===== src/rtl/pdllp_pkg.sv =====
`default_nettype none

package pdllp_pkg;

	// symbol classes from the logical layer
	localparam logic [1:0] KIND_START = 2'd0;
	localparam logic [1:0] KIND_DATA  = 2'd1;
	localparam logic [1:0] KIND_END   = 2'd2;
	localparam logic [1:0] KIND_OTHER = 2'd3;

	// record status codes
	localparam logic [1:0] STS_OK        = 2'd0;
	localparam logic [1:0] STS_CRC_BAD   = 2'd1;
	localparam logic [1:0] STS_TRUNCATED = 2'd2;
	localparam logic [1:0] STS_NO_END    = 2'd3;

	// dllp classes
	localparam logic [1:0] CLS_ACKNAK = 2'd0;
	localparam logic [1:0] CLS_PM     = 2'd1;
	localparam logic [1:0] CLS_VENDOR = 2'd2;
	localparam logic [1:0] CLS_FC     = 2'd3;

	// dllp type codes
	localparam logic [7:0] TYPE_ACK        = 8'h00;
	localparam logic [7:0] TYPE_NAK        = 8'h10;
	localparam logic [7:0] TYPE_PM_L1      = 8'h20;
	localparam logic [7:0] TYPE_PM_L23     = 8'h21;
	localparam logic [7:0] TYPE_PM_AS_L1   = 8'h23;
	localparam logic [7:0] TYPE_PM_REQ_ACK = 8'h24;
	localparam logic [7:0] TYPE_VENDOR     = 8'h30;

	// crc-16, reflected
	localparam logic [15:0] CRC_POLY = 16'hd008;
	localparam logic [15:0] CRC_INIT = 16'hffff;

	// number of dllp bytes, type through second crc byte
	localparam logic [2:0] NBYTES_FULL = 3'd6;

	// one byte through the lsb-first lfsr
	function automatic logic [15:0] crc16_byte(input logic [15:0] crc, input logic [7:0] d);
		logic [15:0] c;
		logic        fb;
		c = crc;
		for (int i = 0; i < 8; i++) begin
			fb = c[0] ^ d[i];
			c  = c >> 1;
			if (fb) begin
				c = c ^ CRC_POLY;
			end
		end
		return c;
	endfunction

endpackage

`default_nettype wire


===== src/rtl/pcie_dllp_decoder_core.sv =====
`default_nettype none

// DLLP decoder: takes one link symbol per beat (start, data byte, end, other), gathers
// type, three body bytes and two crc bytes, checks the crc-16 over type and body, and
// gives one record per dllp once it completes or aborts after its type byte. A symbol
// beat can be taken every cycle while the record side does not stall; the symbol that
// closes a dllp passes the symbol register, then the record register. The crc is one
// byte of unrolled xor logic per cycle, which sets that rate. A stall on the record
// side holds the symbol register and, through it, the symbol side.
module pcie_dllp_decoder_core (
	input  wire logic        clk,
	input  wire logic        arst_n,
	// symbol channel
	input  wire logic        sym_valid,
	output logic             sym_stall,
	input  wire logic [1:0]  sym_kind,
	input  wire logic [7:0]  sym_byte,
	// record channel
	output logic             rec_valid,
	input  wire logic        rec_stall,
	output logic [1:0]       status,
	output logic [1:0]       dllp_class,
	output logic [7:0]       type_code,
	output logic [3:0]       vc_id,
	output logic [15:0]      seq_field,
	output logic [7:0]       hdr_credits,
	output logic [11:0]      data_credits,
	output logic [23:0]      body_payload,
	output logic [15:0]      crc_received,
	output logic [2:0]       bytes_seen
);
	import pdllp_pkg::*;

	typedef enum logic [2:0] {
		PH_IDLE,
		PH_TYPE,
		PH_B1,
		PH_B2,
		PH_B3,
		PH_C1,
		PH_C2,
		PH_END
	} phase_t;

	phase_t      phase_q, nxt_phase;
	logic [7:0]  type_q, nxt_type;
	logic [23:0] body_q, nxt_body;
	logic [7:0]  crc_hi_q, nxt_crc_hi;
	logic [15:0] crc_q, nxt_crc;
	logic        good_q, nxt_good;

	// symbol register
	logic        valid_s1;
	logic [1:0]  kind_s1;
	logic [7:0]  byte_s1;

	// record register
	logic        rec_valid_q;
	logic [1:0]  status_q;
	logic [1:0]  class_q;
	logic [7:0]  type_out_q;
	logic [3:0]  vc_q;
	logic [15:0] seq_q;
	logic [7:0]  hdr_q;
	logic [11:0] dat_q;
	logic [23:0] body_out_q;
	logic [15:0] crc_rx_q;
	logic [2:0]  nbytes_q;

	logic        advance, fire, is_data, emit;
	logic [1:0]  e_status;
	logic [15:0] e_crc;
	logic [2:0]  e_nbytes;
	logic [15:0] crc_upd, crc_expect, rx_word;

	logic [1:0]  c_class;
	logic [7:0]  c_type;
	logic [3:0]  c_vc;
	logic [15:0] c_seq;
	logic [7:0]  c_hdr;
	logic [11:0] c_dat;

	// handshake: the symbol stage moves when the record slot is free or draining
	assign advance   = !rec_valid_q || !rec_stall;
	assign sym_stall = valid_s1 && !advance;
	assign fire      = valid_s1 && advance;
	assign is_data   = (kind_s1 == KIND_DATA);

	// crc of the incoming byte and the expected received word
	assign crc_upd    = crc16_byte(crc_q, byte_s1);
	assign crc_expect = ~{crc_q[7:0], crc_q[15:8]};
	assign rx_word    = {crc_hi_q, byte_s1};

	// next state and record selection for one symbol
	always_comb begin
		nxt_phase  = phase_q;
		nxt_type   = type_q;
		nxt_body   = body_q;
		nxt_crc_hi = crc_hi_q;
		nxt_crc    = crc_q;
		nxt_good   = good_q;
		emit       = 1'b0;
		e_status   = STS_TRUNCATED;
		e_crc      = 16'd0;
		e_nbytes   = 3'd0;
		case (phase_q)
			PH_IDLE: begin
				if (kind_s1 == KIND_START) begin
					nxt_type   = 8'd0;
					nxt_body   = 24'd0;
					nxt_crc_hi = 8'd0;
					nxt_crc    = CRC_INIT;
					nxt_good   = 1'b0;
					nxt_phase  = PH_TYPE;
				end
			end
			PH_TYPE: begin
				if (!is_data) begin
					nxt_phase = PH_IDLE;
				end else begin
					nxt_type  = byte_s1;
					nxt_crc   = crc_upd;
					nxt_phase = PH_B1;
				end
			end
			PH_B1, PH_B2, PH_B3: begin
				if (!is_data) begin
					emit      = 1'b1;
					e_nbytes  = (phase_q == PH_B1) ? 3'd1 : (phase_q == PH_B2) ? 3'd2 : 3'd3;
					nxt_phase = PH_IDLE;
				end else begin
					nxt_body  = {body_q[15:0], byte_s1};
					nxt_crc   = crc_upd;
					nxt_phase = (phase_q == PH_B1) ? PH_B2 : (phase_q == PH_B2) ? PH_B3 : PH_C1;
				end
			end
			PH_C1: begin
				if (!is_data) begin
					emit      = 1'b1;
					e_nbytes  = 3'd4;
					nxt_phase = PH_IDLE;
				end else begin
					nxt_crc_hi = byte_s1;
					nxt_phase  = PH_C2;
				end
			end
			PH_C2: begin
				if (!is_data) begin
					emit      = 1'b1;
					e_crc     = {crc_hi_q, 8'd0};
					e_nbytes  = 3'd5;
					nxt_phase = PH_IDLE;
				end else begin
					nxt_good  = (rx_word == crc_expect);
					nxt_crc   = rx_word;
					nxt_phase = PH_END;
				end
			end
			default: begin
				emit      = 1'b1;
				e_crc     = crc_q;
				e_nbytes  = NBYTES_FULL;
				if (kind_s1 != KIND_END) begin
					e_status = STS_NO_END;
				end else begin
					e_status = good_q ? STS_OK : STS_CRC_BAD;
				end
				nxt_phase = PH_IDLE;
			end
		endcase
	end

	// classification and field extraction from the gathered bytes
	always_comb begin
		c_type = type_q;
		c_vc   = 4'd0;
		c_seq  = 16'd0;
		c_hdr  = 8'd0;
		c_dat  = 12'd0;
		case (type_q) inside
			TYPE_ACK, TYPE_NAK: begin
				c_class = CLS_ACKNAK;
				c_seq   = body_q[15:0];
			end
			TYPE_PM_L1, TYPE_PM_L23, TYPE_PM_AS_L1, TYPE_PM_REQ_ACK: begin
				c_class = CLS_PM;
			end
			TYPE_VENDOR: begin
				c_class = CLS_VENDOR;
			end
			default: begin
				c_class = CLS_FC;
				c_type  = {type_q[7:4], 4'd0};
				c_vc    = type_q[3:0];
				c_hdr   = {body_q[21:16], body_q[15:14]};
				c_dat   = {body_q[11:8], body_q[7:0]};
			end
		endcase
	end

	// symbol register, decoder state and record register
	always_ff @(posedge clk or negedge arst_n) begin
		if (!arst_n) begin
			valid_s1    <= 1'b0;
			kind_s1     <= KIND_OTHER;
			byte_s1     <= 8'd0;
			phase_q     <= PH_IDLE;
			type_q      <= 8'd0;
			body_q      <= 24'd0;
			crc_hi_q    <= 8'd0;
			crc_q       <= CRC_INIT;
			good_q      <= 1'b0;
			rec_valid_q <= 1'b0;
			status_q    <= STS_OK;
			class_q     <= CLS_ACKNAK;
			type_out_q  <= 8'd0;
			vc_q        <= 4'd0;
			seq_q       <= 16'd0;
			hdr_q       <= 8'd0;
			dat_q       <= 12'd0;
			body_out_q  <= 24'd0;
			crc_rx_q    <= 16'd0;
			nbytes_q    <= 3'd0;
		end else begin
			if (!sym_stall) begin
				valid_s1 <= sym_valid;
				if (sym_valid) begin
					kind_s1 <= sym_kind;
					byte_s1 <= sym_byte;
				end
			end
			if (fire) begin
				phase_q  <= nxt_phase;
				type_q   <= nxt_type;
				body_q   <= nxt_body;
				crc_hi_q <= nxt_crc_hi;
				crc_q    <= nxt_crc;
				good_q   <= nxt_good;
			end
			if (advance) begin
				rec_valid_q <= fire && emit;
				if (fire && emit) begin
					status_q   <= e_status;
					class_q    <= c_class;
					type_out_q <= c_type;
					vc_q       <= c_vc;
					seq_q      <= c_seq;
					hdr_q      <= c_hdr;
					dat_q      <= c_dat;
					body_out_q <= body_q;
					crc_rx_q   <= e_crc;
					nbytes_q   <= e_nbytes;
				end
			end
		end
	end

	// record outputs
	assign rec_valid    = rec_valid_q;
	assign status       = status_q;
	assign dllp_class   = class_q;
	assign type_code    = type_out_q;
	assign vc_id        = vc_q;
	assign seq_field    = seq_q;
	assign hdr_credits  = hdr_q;
	assign data_credits = dat_q;
	assign body_payload = body_out_q;
	assign crc_received = crc_rx_q;
	assign bytes_seen   = nbytes_q;

endmodule

`default_nettype wire


===== config.mk =====
export PLATFORM = sky130hd
export DESIGN_NAME = pcie_dllp_decoder_core
export DESIGN_NICKNAME = d
export VERILOG_FILES = /design/src/rtl/pdllp_pkg.sv /design/src/rtl/pcie_dllp_decoder_core.sv
export SDC_FILE = /design/constraint.sdc
export NUM_CORES = 1
export LEC_CHECK = 0
export BUFFER_PORTS_ARGS = -buffer_cell sky130_fd_sc_hd__buf_2
export CORE_UTILIZATION = 41
export CTS_BUF_LIST = sky130_fd_sc_hd__clkbuf_8
export DETAILED_ROUTE_END_ITERATION = 7
export GPL_TIMING_DRIVEN = 1
export PLACE_DENSITY = 0.66
export REMOVE_ABC_BUFFERS = 1
export SETUP_SLACK_MARGIN = 0.5
export SLEW_MARGIN = 10
export SYNTH_ARGS = -nofsm -noshare
export SYNTH_HDL_FRONTEND = slang
export SYNTH_SLANG_ARGS = --single-unit

===== constraint.sdc =====
create_clock -name clk -period 2.4 [get_ports clk]
set_clock_uncertainty 0.05 [all_clocks]
set_input_delay 0.24 -clock clk [delete_from_list [all_inputs] [get_ports clk]]
set_output_delay 0.24 -clock clk [all_outputs]
set_load 0.1 [all_outputs]

---- After elaboration in Yosys (flattened, before gate mapping) ----
Cells that the tools add are included.
word-level totals
  logic and storage cells ................. 149
  register bits ........................... 167
  bits of input ports ..................... 14
  output and inout bits ................... 97
cells by class
  reductions and logical operators ........ 31
  eq/ne operators ......................... 21
  mux-type cells .......................... 59
  bitwise gates (word level) .............. 18
operators by type and width
  kind                                                                   number
  16-bit 2-to-1 mux                                                      13
  24-bit 2-to-1 mux                                                      2
  16-bit case mux with 3 select lines                                    1
  24-bit case mux with 2 select lines                                    1
  8-bit by 6-bit equality test with 1-bit output, second input constant  5
  8-bit 2-to-1 mux                                                       5
  12-bit 2-to-1 mux                                                      3
  3-bit inverter with 4-bit output                                       8
  16-bit case mux with 2 select lines                                    1
  8-bit case mux with 2 select lines                                     2
  4-bit 2-to-1 mux                                                       6
  3-bit 2-to-1 mux                                                       7
  16-bit equality test                                                   1
  16-bit inverter                                                        1
  4-bit AND reduction                                                    4
  3-bit case mux with 5 select lines                                     1
  2-bit 2-to-1 mux                                                       7
  2-bit != test, second input constant                                   6
  3-bit case mux with 4 select lines                                     1
  3-bit equality test, second input constant                             3
  8-bit by 5-bit equality test with 1-bit output, second input constant  1
  8-bit zero test                                                        1
  2-bit nonzero test                                                     4
  4-bit OR reduction                                                     2
  21 further kinds                                                       43

---- Longest topological paths before layout ----
Gate-level depths: netlist (run 1).
  depth after elaboration ................. 18
  mapped depth ............................ 9
  mapped depth without buffers ............ 5

---- Worst setup path after synthesis (run 1) ----
No wires, ideal clock.
  kind .................................... flip-flop to flip-flop
  start ................................... reg rec_valid_q (netlist: rec_valid)
  end ..................................... reg body_q[10]
  period minus slack after synthesis ...... 2329 ps
  arrival ................................. 2144 ps
  library setup time ...................... 135 ps
  setup slack ............................. 71 ps
  buffers on the path ..................... 2
  stages on the path, launching flop included .. 8
  data required time ...................... 2215 ps
  cells stage by stage .................... dfrtp_1 a21boi_1 nand2b_1 or2_1 buf_2 clkbuf_1 nand2_1 o21ai_0
between the ends
  longest elaborated chain between the ends .. 4
RTL lines
  item                           RTL line                       source
  start, declared                pcie_dllp_decoder_core.sv:58   logic rec_valid_q;
  start signal, assigned         pcie_dllp_decoder_core.sv:241  rec_valid_q <= fire && emit;
  1-bit zero test                pcie_dllp_decoder_core.sv:84   assign advance = !rec_valid_q || !rec_stall;
  1-bit logical OR               pcie_dllp_decoder_core.sv:84
  1-bit logical AND              pcie_dllp_decoder_core.sv:86   assign fire = valid_s1 && advance;
  4-bit AND reduction (no line)  -
  end signal, assigned           pcie_dllp_decoder_core.sv:235  body_q <= nxt_body;
  end, declared                  pcie_dllp_decoder_core.sv:47   logic [23:0] body_q, nxt_body;
Every way passes these cells.
A chain may end at the register's enable or synchronous reset.

---- Worst setup path in the final report (run 1) ----
  start ................................... reg phase_q[0]
  end ..................................... reg crc_hi_q[3]
between the ends
  longest elaborated chain between the ends .. 3
  elaborated cells between the ends (all ways) .. 7
  classes of those cells .................. eq/ne (3); mux (1); reduce/logical (3)
RTL lines
  item                                                           RTL line                       source
  start, declared                                                pcie_dllp_decoder_core.sv:45   phase_t phase_q, nxt_phase;
  start signal, assigned                                         pcie_dllp_decoder_core.sv:233  phase_q <= nxt_phase;
  3-bit equality test or 3-bit zero test (tied branches)         pcie_dllp_decoder_core.sv:106  case (phase_q)
  2-bit != test (no line) or 2-bit nonzero test (tied branches)  -
  4-bit AND reduction (no line)                                  -
  end signal, assigned                                           pcie_dllp_decoder_core.sv:236  crc_hi_q <= nxt_crc_hi;
  end, declared                                                  pcie_dllp_decoder_core.sv:48   logic [7:0] crc_hi_q, nxt_crc_hi;
Several ways; a longest one is shown, not always the timed one.

==> results.toml, run 1 <==
[drt]
drtIter0Drc = 345
drt-pass1-iter-count = 6
totalWireLength_um = 19450
drc = 0
routed_via_density = 5.300
vias = 5899
wl_per_cell_um = 17.48
drt.antenna.violating_nets = 0

[clock_network]
numCtsBuffers = 17
cts_tree = "yes"
insertion_delay_ns = 0.46
clockBufferDepth = 2
clock-sinks = 167
path_clk_slew_ns = 0.09
cts.htree.levels = 4
clockRootBuffer = "clkbuf_8"

[global_route]
grt_pass1_vias = 5675
grt.overflow.total = 0
gr-usage-all-layers_pct = 21.20
grt_pass1_wl_um = 30130
antenna_found_initial = 0
grt_max_degree = 59

[power]
power_leakage_nw = 4.595
ir_drop_v = 0.0005439
power_density_nw_per_um2 = 1024

[sta]
setup_tns_ns = 0
min_period_ns = 1.935
hold_violations = 0
setup_violations = 0
final_max_slew_viol_count = 0
fin_crit_sh_pct = 80.61
rsz0062_at_grt = "yes"
timing_worst_slew_pin_value_ns = 0.5635
fmax_mhz = 516.9
relSlewSlack_pct = 62.15

[synth]
synth-edff-count = 0
synth_area_um2 = 7428
synth-seq-cells = 167
ys.flop_type = "dfrtp_1"
ys_seq_area_share_pct = 56.56
synth-async-reset-ratio_pct = 100.0
synth.distinct_cells = 48
syn_inst = 719
ys_warn_count = 0
syn_area_per_cell_um2 = 10.33

[status]
status = "finished clean"

[worst_setup_path]
cp.depth = 6
cp_data_arrival_time_ns = 2.27
ff2ff_setup_slack_ns = 0.47
required_ns = 2.73
worstSetupPathType = "register to register"
crit_end = "crc_hi_q[3]"
r2r-start = "phase_q[0]"
setup.worst_path.start = "phase_q[0]"
cp_cell_sequence = "buf_6, or3_1, a211oi_2, clkbuf_4, nand3_1, o21ai_0"
cpLargestDelayFamily = "simple AND/OR/NAND/NOR gates"
start_kind = "register"
cp_max_fo = 18
critPathBufInv = 2
cp-end-kind = "register"
worstReg2RegEnd = "crc_hi_q[3]"
ff2ff_path_depth = 6
slowest_stage = "dfrtp_2"
cpPeakStageDelay_ns = 0.46

[finish]
finalNetCount = 891
drive_gt1_share_pct = 31.87
most-common-layout-cells = "nand2_1 (156), dfrtp_1 (145), buf_2 (109)"
area_delta_synth_final_pct = 26.53
layout_commonest_cell = "nand2_1"
diodes = 0
stdcell_count = 1113

[die]
die_area_um2 = 18660
chipWidth_um = 136.6
start_util_pct = 42.50
core-area_um2 = 17480
die_height_um = 136.6
io_pins = 111
placementRows = 48

[worst_hold_path]
hold_class = "primary input to asynchronous set/reset pin"

[placed_design]
routabilityCongestion = 0.8585
dp.cells = 1038
dp_hpwl_um = 12040
port_buffers = 110

[job]
cap_violations = 0
final cells by class:
type	instances	area, µm²
Clock inverter	13	126.4
Timing Repair Buffer	190	1346
Fill cell	1536	8078
Multi-Input combinational cell	478	3118
Clock buffer	17	234.0
Inverter	23	86.33
Tap cell	225	281.5
Sequential cell	167	4207
how the worst min path moves through the flow:
| stage | startpoint | endpoint | slack, ns | depth (start not counted) |
|---|---|---|---|---|
| after floorplan | arst_n | body_payload[0] | -0.11 | 0 |
| after global placement | arst_n | type_code[3] | 0.20 | 1 |
| after detailed placement | arst_n | type_code[3] | 0.20 | 1 |
| after CTS | arst_n | type_code[3] | 0.26 | 2 |
| after global routing | arst_n | hdr_credits[6] | 0.31 | 2 |
| final | arst_n | hdr_credits[6] | 0.26 | 2 |
metrics by stage:
| step | instance area [µm²] | power [mW] | hold slack [ns] | utilization (%) | setup WS (ns) |
|---|---|---|---|---|---|
| final | 9399 | 9.623 | 0.2606 | 53.78 | 0.4653 |
| after global routing | 9399 | 10.08 | 0.3089 | 53.78 | 0.4495 |
| after CTS | 9110 | 9.364 | 0.2647 | 52.13 | 0.4837 |
| after detailed placement | 8394 | 7.278 | 0.1988 | 48.03 | 0.2775 |
| after global placement | 8394 | 7.253 | 0.1952 | 48.03 | 0.2626 |
| after floorplan | 7196 | 6.428 | -0.1056 | - | -1.880 |
registers in the layout, indices dropped and copies added (netlist names), 4 cells and up:
register      count
type_q            8
seq_field        16
type_code         8
crc_received     16
crc_q            16
body_payload     24
body_q           24
data_credits     12
byte_s1           8
crc_hi_q          8
vc_id             4
hdr_credits       8
synth_stat cells, types with 2 or more instances:
cell type	instances	area [µm²]
a211oi_2	2	25.02
a21o_1	4	30.03
a21oi_1	21	105.1
a221oi_1	6	52.55
a22o_1	52	455.4
a31oi_1	5	31.28
and2_1	3	18.77
buf_1	6	22.52
buf_2	24	120.1
buf_4	2	15.01
clkbuf_1	20	75.07
dfrtp_1	149	3729
dfstp_2	18	473.0
inv_1	23	86.33
mux2_2	12	135.1
nand2_1	157	589.3
nand2b_1	4	25.02
nand3_1	21	105.1
nand4_1	3	18.77
nor2_1	27	101.4
nor2b_1	3	18.77
nor3_1	6	30.03
nor4_1	3	18.77
o21a_1	6	45.04
o21ai_0	59	295.3
o21ai_1	2	10.01
o221ai_1	3	26.28
o31ai_1	11	82.58
or2_1	2	12.51
or3_1	4	25.02
xnor2_1	23	201.4
xnor2_2	5	81.33
xnor2_4	3	82.58
xnor3_1	2	45.04
xor2_1	15	131.4
logic make-up after synthesis:
| group | count (synthesis) | share of synthesized area (%) |
|---|---|---|
| muxes | 12 | 1.819 |
| xor gates and xnor gates | 48 | 7.293 |
| buffers and inverters | 75 | 4.295 |
| AOI/OAI and AO/OA | 180 | 16.62 |
| DFF | 167 | 56.56 |
| and+or+nand+nor | 237 | 13.41 |
per-layer routing:
layer | part of all wire (%) | global-route usage (%) | vias to the layer above
li1 | - | - | 2784
met1 | 46 | 29.83 | 2907
met2 | 47 | 32.29 | 184
met3 | 5.2 | 4.074 | 24
met4 | 1.6 | 8.148 | 0
met5 | 0 | 0 | -
where the power goes:
group          total, mW  internal, mW  switching [mW]  leakage, nW
Clock               1.89         0.820            1.07        0.182
Sequential          3.70          3.27           0.426         2.22
Combinational       4.04          1.54            2.50         2.19
repair_timing:
action / CTS / global route
buffers inserted: 11 / 15
gates resized for setup: 21 / 30
hold buffers: 13 / 0
hold endpoints to repair: 63 / 0
endpoints found under the setup margin: 127 / 117
cloned: 2 / 4
pin swaps: 3 / 9
No activity file was read; power rests on OpenSTA's default activity.
==> inputs of run 2 (changes only) <==
==> constraint.sdc (replaced) <==
create_clock -name clk -period 2 [get_ports clk]
set_clock_uncertainty 0.05 [all_clocks]
set_input_delay 0.2 -clock clk [delete_from_list [all_inputs] [get_ports clk]]
set_output_delay 0.2 -clock clk [all_outputs]
set_load 0.1 [all_outputs]
==> run 2 against run 1 <==
Sequential share of layout area shrank 7.2 points. Clock power rose by 31%. Via count is 12% higher. Power up 32%. Critical path depth up 1. First-iteration DRC count increased by 54%. Global-route usage up 3.3 points. Sequential power increased by 20%. Worst setup slack got worse by 0.44 ns. Highest routed layer unchanged.
==> results.toml, run 2 (synthesized netlist as in run 1, its figures left out) <==
[power]
fin_total_pwr_mw = 12.70
power_leakage_nw = 5.275
power_switching_mw = 5.353
pwr-share-seq_pct = 34.9
internal_power_mw = 7.345
ir_drop_v = 0.0006483
power_density_nw_per_um2 = 1133
p_sw_share_pct = 42.16
power_frac_comb_pct = 45.6
p_clk_share_pct = 19.5

[global_route]
antenna_found_initial = 0
grt_pass1_wl_um = 34540
gr-usage-all-layers_pct = 24.50
grt.overflow.total = 0
grt_pass1_vias = 6292
grt_max_degree = 76

[worst_setup_path]
ff2ff_path_depth = 7
cpPeakStageDelay_ns = 0.54
worstReg2RegEnd = "seq_field[10]"
cp-end-kind = "register"
critPathBufInv = 2
cp.depth = 7
worstSetupPathType = "register to register"
r2r-start = "kind_s1[1]"
ff2ff_setup_slack_ns = 0.03
slowest_stage = "dfstp_2"
required_ns = 2.36
start_kind = "register"
cp_max_fo = 8
cp_cell_sequence = "nand2b_4, a31oi_4, or3_4, buf_12, nor2_4, clkbuf_16, a22o_1"
cp_data_arrival_time_ns = 2.33
cpLargestDelayFamily = "simple AND/OR/NAND/NOR gates"

[worst_hold_path]
min_path_cells = 3
hold_class = "primary input to register"
hold_start = "rec_stall"
hold_path_end = "valid_s1"

[drt]
drc = 0
drt.antenna.violating_nets = 0
wl_per_cell_um = 21.09
drt-pass1-iter-count = 5
vias = 6603
routed_via_density = 5.624
drtIter0Drc = 532
totalWireLength_um = 24750

[placed_design]
dp_hpwl_um = 12240
port_buffers = 110
routabilityCongestion = 0.8409
place_worst_setup_slack_ns = 0.02611
dp.cells = 1059

[clock_network]
clockRootBuffer = "clkbuf_8"
numCtsBuffers = 17
clockBufferDepth = 2
path_clk_slew_ns = 0.10
cts_tree = "yes"
cts.htree.levels = 4
clock-sinks = 167
insertion_delay_ns = 0.47

[finish]
fin_util_pct = 64.10
diodes = 0
drive_gt1_share_pct = 45.84
most-common-layout-cells = "buf_4 (160), dfrtp_1 (144), nand2_1 (109)"
finalNetCount = 950
area_delta_synth_final_pct = 50.82
layout_commonest_cell = "buf_4"
stdcell_count = 1174

[status]
status = "finished clean"

[sta]
relSlewSlack_pct = 67.46
setup_violations = 0
rsz0062_at_grt = "yes"
holdWs_ns = 0.06306
fin_crit_sh_pct = 98.61
final_max_slew_viol_count = 0
timing_worst_slew_pin_value_ns = 0.4839
hold_violations = 0
min_period_ns = 1.972
fmax_mhz = 507.1
setup_ws_ns = 0.02786

[die]
chipWidth_um = 136.6
die_area_um2 = 18660
io_pins = 111
start_util_pct = 42.50
core-area_um2 = 17480
die_height_um = 136.6
placementRows = 48

[job]
cap_violations = 0
run 2: changes by cell type in the layout (fill, tap and decap cells not counted), moves of 8 or more:
| cell | change |
|---|---|
| buf_16 | +12 |
| o21ai_2 | +18 |
| nand2_4 | +24 |
| buf_6 | +21 |
| buf_4 | +108 |
| o21ai_0 | -36 |
| o21ai_1 | +15 |
| nand3_1 | -8 |
| buf_2 | -97 |
| buf_12 | +9 |
| nand2_1 | -47 |
| nand2_2 | +23 |
run 2: worst max-delay path by stage:
stage                          start               to  slack (ns)
final                     kind_s1[1]    seq_field[10]        0.03
after global routing      phase_q[2]           good_q       -0.01
after detailed placement  phase_q[2]        crc_q[13]        0.03
after global placement    phase_q[2]        crc_q[13]        0.02
after CTS                 phase_q[2]       body_q[13]        0.16
after floorplan            rec_valid  data_credits[0]       -2.28
run 2: layout make-up:
cell class	instances	area (µm²)
Timing Repair Buffer	249	2569
Fill cell	1291	6274
Clock buffer	18	247.7
Multi-Input combinational cell	478	3667
Sequential cell	167	4208
Tap cell	225	281.5
Inverter	23	86.33
Clock inverter	14	143.9
run 2: power by group through the flow:
| stage | registers [mW] | logic (mW) | clock network [mW] |
|---|---|---|---|
| detailed placement | 4.45 | 4.53 | 0 |
| finish | 4.43 | 5.79 | 2.48 |
| floorplan | 5.67 | 2.05 | 0 |
| global placement | 4.46 | 4.50 | 0 |
| global route | 4.48 | 6.06 | 2.63 |
| CTS | 4.41 | 5.20 | 2.49 |
run 2: through the flow:
step	TNS, ns	instance area, µm²
final	0	11200
after global routing	-0.02096	11200
after CTS	0	10310
after floorplan	-189.23	7196
after global placement	0	8577
after detailed placement	0	8577
run 2: timing repair:
item / CTS / global route
gates resized for setup: 212 / 152
endpoints found under the hold margin: 54 / 0
hold buffers: 14 / 0
pin swaps: 49 / 60
buffers inserted: 29 / 17
setup endpoints to repair: 255 / 163
gates cloned: 14 / 10
run 2: metal layers:
layer | track usage, % | part of all wire, %
met1 | 31.62 | 39
met4 | 7.346 | 4.0
met5 | 0 | 0
met3 | 4.926 | 6.7
met2 | 41.37 | 50
run 2: worst reg2reg max path, stage by stage (launching register included):
cell and delay, ns:
dfstp_2 0.54, nand2b_4 0.14, a31oi_4 0.05, or3_4 0.46, buf_12 0.17, nor2_4 0.17, clkbuf_16 0.20, a22o_1 0.13
==> inputs of run 3 (changes only) <==
==> constraint.sdc (replaced) <==
create_clock -name clk -period 2.2 [get_ports clk]
set_clock_uncertainty 0.05 [all_clocks]
set_input_delay 0.22 -clock clk [delete_from_list [all_inputs] [get_ports clk]]
set_output_delay 0.22 -clock clk [all_outputs]
set_load 0.1 [all_outputs]
==> run 3 against run 2 <==
Via count shrank 5.6%. Highest routed layer unchanged. Sequential share of layout area grew 2.1 points. Die area is the same. Core utilization shrank 3.4 points. Non-clock buffer count shrank 16.
==> results.toml, run 3 (synthesized netlist as in run 1, its figures left out) <==
[global_route]
grt_pass1_wl_um = 33600
antenna_found_initial = 0
grt.overflow.total = 0
gr-usage-all-layers_pct = 23.90
grt_max_degree = 55
grt_pass1_vias = 6259

[sta]
timing_worst_slew_pin_value_ns = 0.5258
fin_crit_sh_pct = 87.29
hold_violations = 0
setup_violations = 0
relSlewSlack_pct = 64.94
min_period_ns = 1.920
rsz0062_at_grt = "yes"
fmax_mhz = 520.7
final_max_slew_viol_count = 0

[placed_design]
routabilityCongestion = 0.8863
port_buffers = 110
placed_area_um2 = 8507
dp_hpwl_um = 12660
dp.cells = 1048

[job]
cap_violations = 0

[worst_setup_path]
setup.worst_path.start = "kind_s1[1]"
required_ns = 2.50
cp_data_arrival_time_ns = 2.22
cpPeakStageDelay_ns = 0.55
cpLargestDelayFamily = "simple AND/OR/NAND/NOR gates"
cp.depth = 7
ff2ff_path_depth = 7
critPathBufInv = 2
start_kind = "register"
worstSetupPathType = "register to register"
cp_max_fo = 9
crit_end = "body_payload[21]"
cp-end-kind = "register"
slowest_stage = "dfstp_2"
worstReg2RegEnd = "body_payload[21]"
ff2ff_setup_slack_ns = 0.28
r2r-start = "kind_s1[1]"
cp_cell_sequence = "nand2b_4, a31oi_4, or3_4, buf_6, buf_16, nand2_2, nand2_1"

[drt]
drt.antenna.violating_nets = 0
vias = 6235
drc = 0
drt-pass1-iter-count = 8
drtIter0Drc = 441
routed_via_density = 5.389
wl_per_cell_um = 19.56
totalWireLength_um = 22630

[die]
placementRows = 48
start_util_pct = 42.50
chipWidth_um = 136.6
core-area_um2 = 17480
io_pins = 111
die_height_um = 136.6
die_area_um2 = 18660

[finish]
area.sequential_um2 = 4209
fin_area_um2 = 10610
diodes = 0
fillers = 1350
drive_gt1_share_pct = 43.13
stdcell_count = 1157
layout_commonest_cell = "dfrtp_1"
area_delta_synth_final_pct = 42.82
most-common-layout-cells = "dfrtp_1 (143), nand2_1 (114), buf_2 (108)"
finalNetCount = 934
multi_input_area_um2 = 3510

[power]
power_leakage_nw = 5.127
power_density_nw_per_um2 = 1085
ir_drop_v = 0.0005709

[clock_network]
cts.htree.levels = 4
clock-sinks = 167
insertion_delay_ns = 0.46
cts_tree = "yes"
path_clk_slew_ns = 0.09
clockRootBuffer = "clkbuf_8"
clockBufferDepth = 2
numCtsBuffers = 17

[status]
status = "finished clean"

[worst_hold_path]
hold_class = "primary input to register"
run 3: cell count changes in the layout (fill, tap and decap cells not counted), sizes merged, moves of 2 or more:
cell and delta:
buf -15, inv -4, bufinv +3, clkinv -2
run 3: what timing repair did:
| item | CTS | global route |
|---|---|---|
| pin swaps | 33 | 38 |
| cloned | 13 | 9 |
| hold buffers | 13 | 0 |
| setup endpoints to repair | 148 | 152 |
| buffers inserted | 30 | 13 |
| endpoints found under the hold margin | 61 | 0 |
| resized for setup | 85 | 122 |
run 3: area by class of cell:
cell class | count | share of cell area, %
well taps | 225 | 2.654
clock inverters | 12 | 1.793
multi-input cells | 478 | 33.08
inverters | 23 | 0.8138
clock buffers | 19 | 2.465
repair buffers | 233 | 19.52
flip-flops and latches | 167 | 39.67
run 3: worst min-delay path by stage:
stage | start | depth (start not counted) | slack, ns | endpoint
finish | rec_stall | 3 | 0.07 | valid_s1
global route | rec_stall | 3 | 0.07 | valid_s1
CTS | rec_stall | 3 | 0.03 | valid_s1
detailed placement | arst_n | 1 | 0.16 | type_code[3]
global placement | arst_n | 1 | 0.16 | type_code[3]
floorplan | arst_n | 0 | -0.13 | body_payload[0]
run 3: stage by stage:
step,setup slack (ns),utilization [%],hold slack (ns),setup TNS [ns],power [mW]
6_report,0.2795,60.70,0.06946,0,11.51
5_1_grt,0.2384,60.70,0.07260,0,11.98
4_1_cts,0.3440,56.80,0.02591,0,11.02
3_5_place_dp,0.1629,48.68,0.1609,0,7.983
3_3_place_gp,0.2064,48.68,0.1581,0,7.948
2_1_floorplan,-2.080,-,-0.1256,-158.78,7.013
run 3: worst register-to-register path, cell delays in order, from the launching register on:
cell and delay [ns]:
dfstp_2 0.55, nand2b_4 0.15, a31oi_4 0.06, or3_4 0.55, buf_6 0.18, buf_16 0.13
nand2_2 0.07, nand2_1 0.07
run 3: report_power, final:
group	switching, mW	internal [mW]	leakage, nW	total, mW
clock network	1.19	1.31	0.221	2.51
logic	2.96	1.95	2.69	4.91
registers	0.514	3.57	2.22	4.09
run 3: routing by layer:
metal	track usage, %	wire length [µm]
met2	40.78	11310
met5	0	0
met4	9.259	738
met1	30.14	9527
met3	4.111	1055
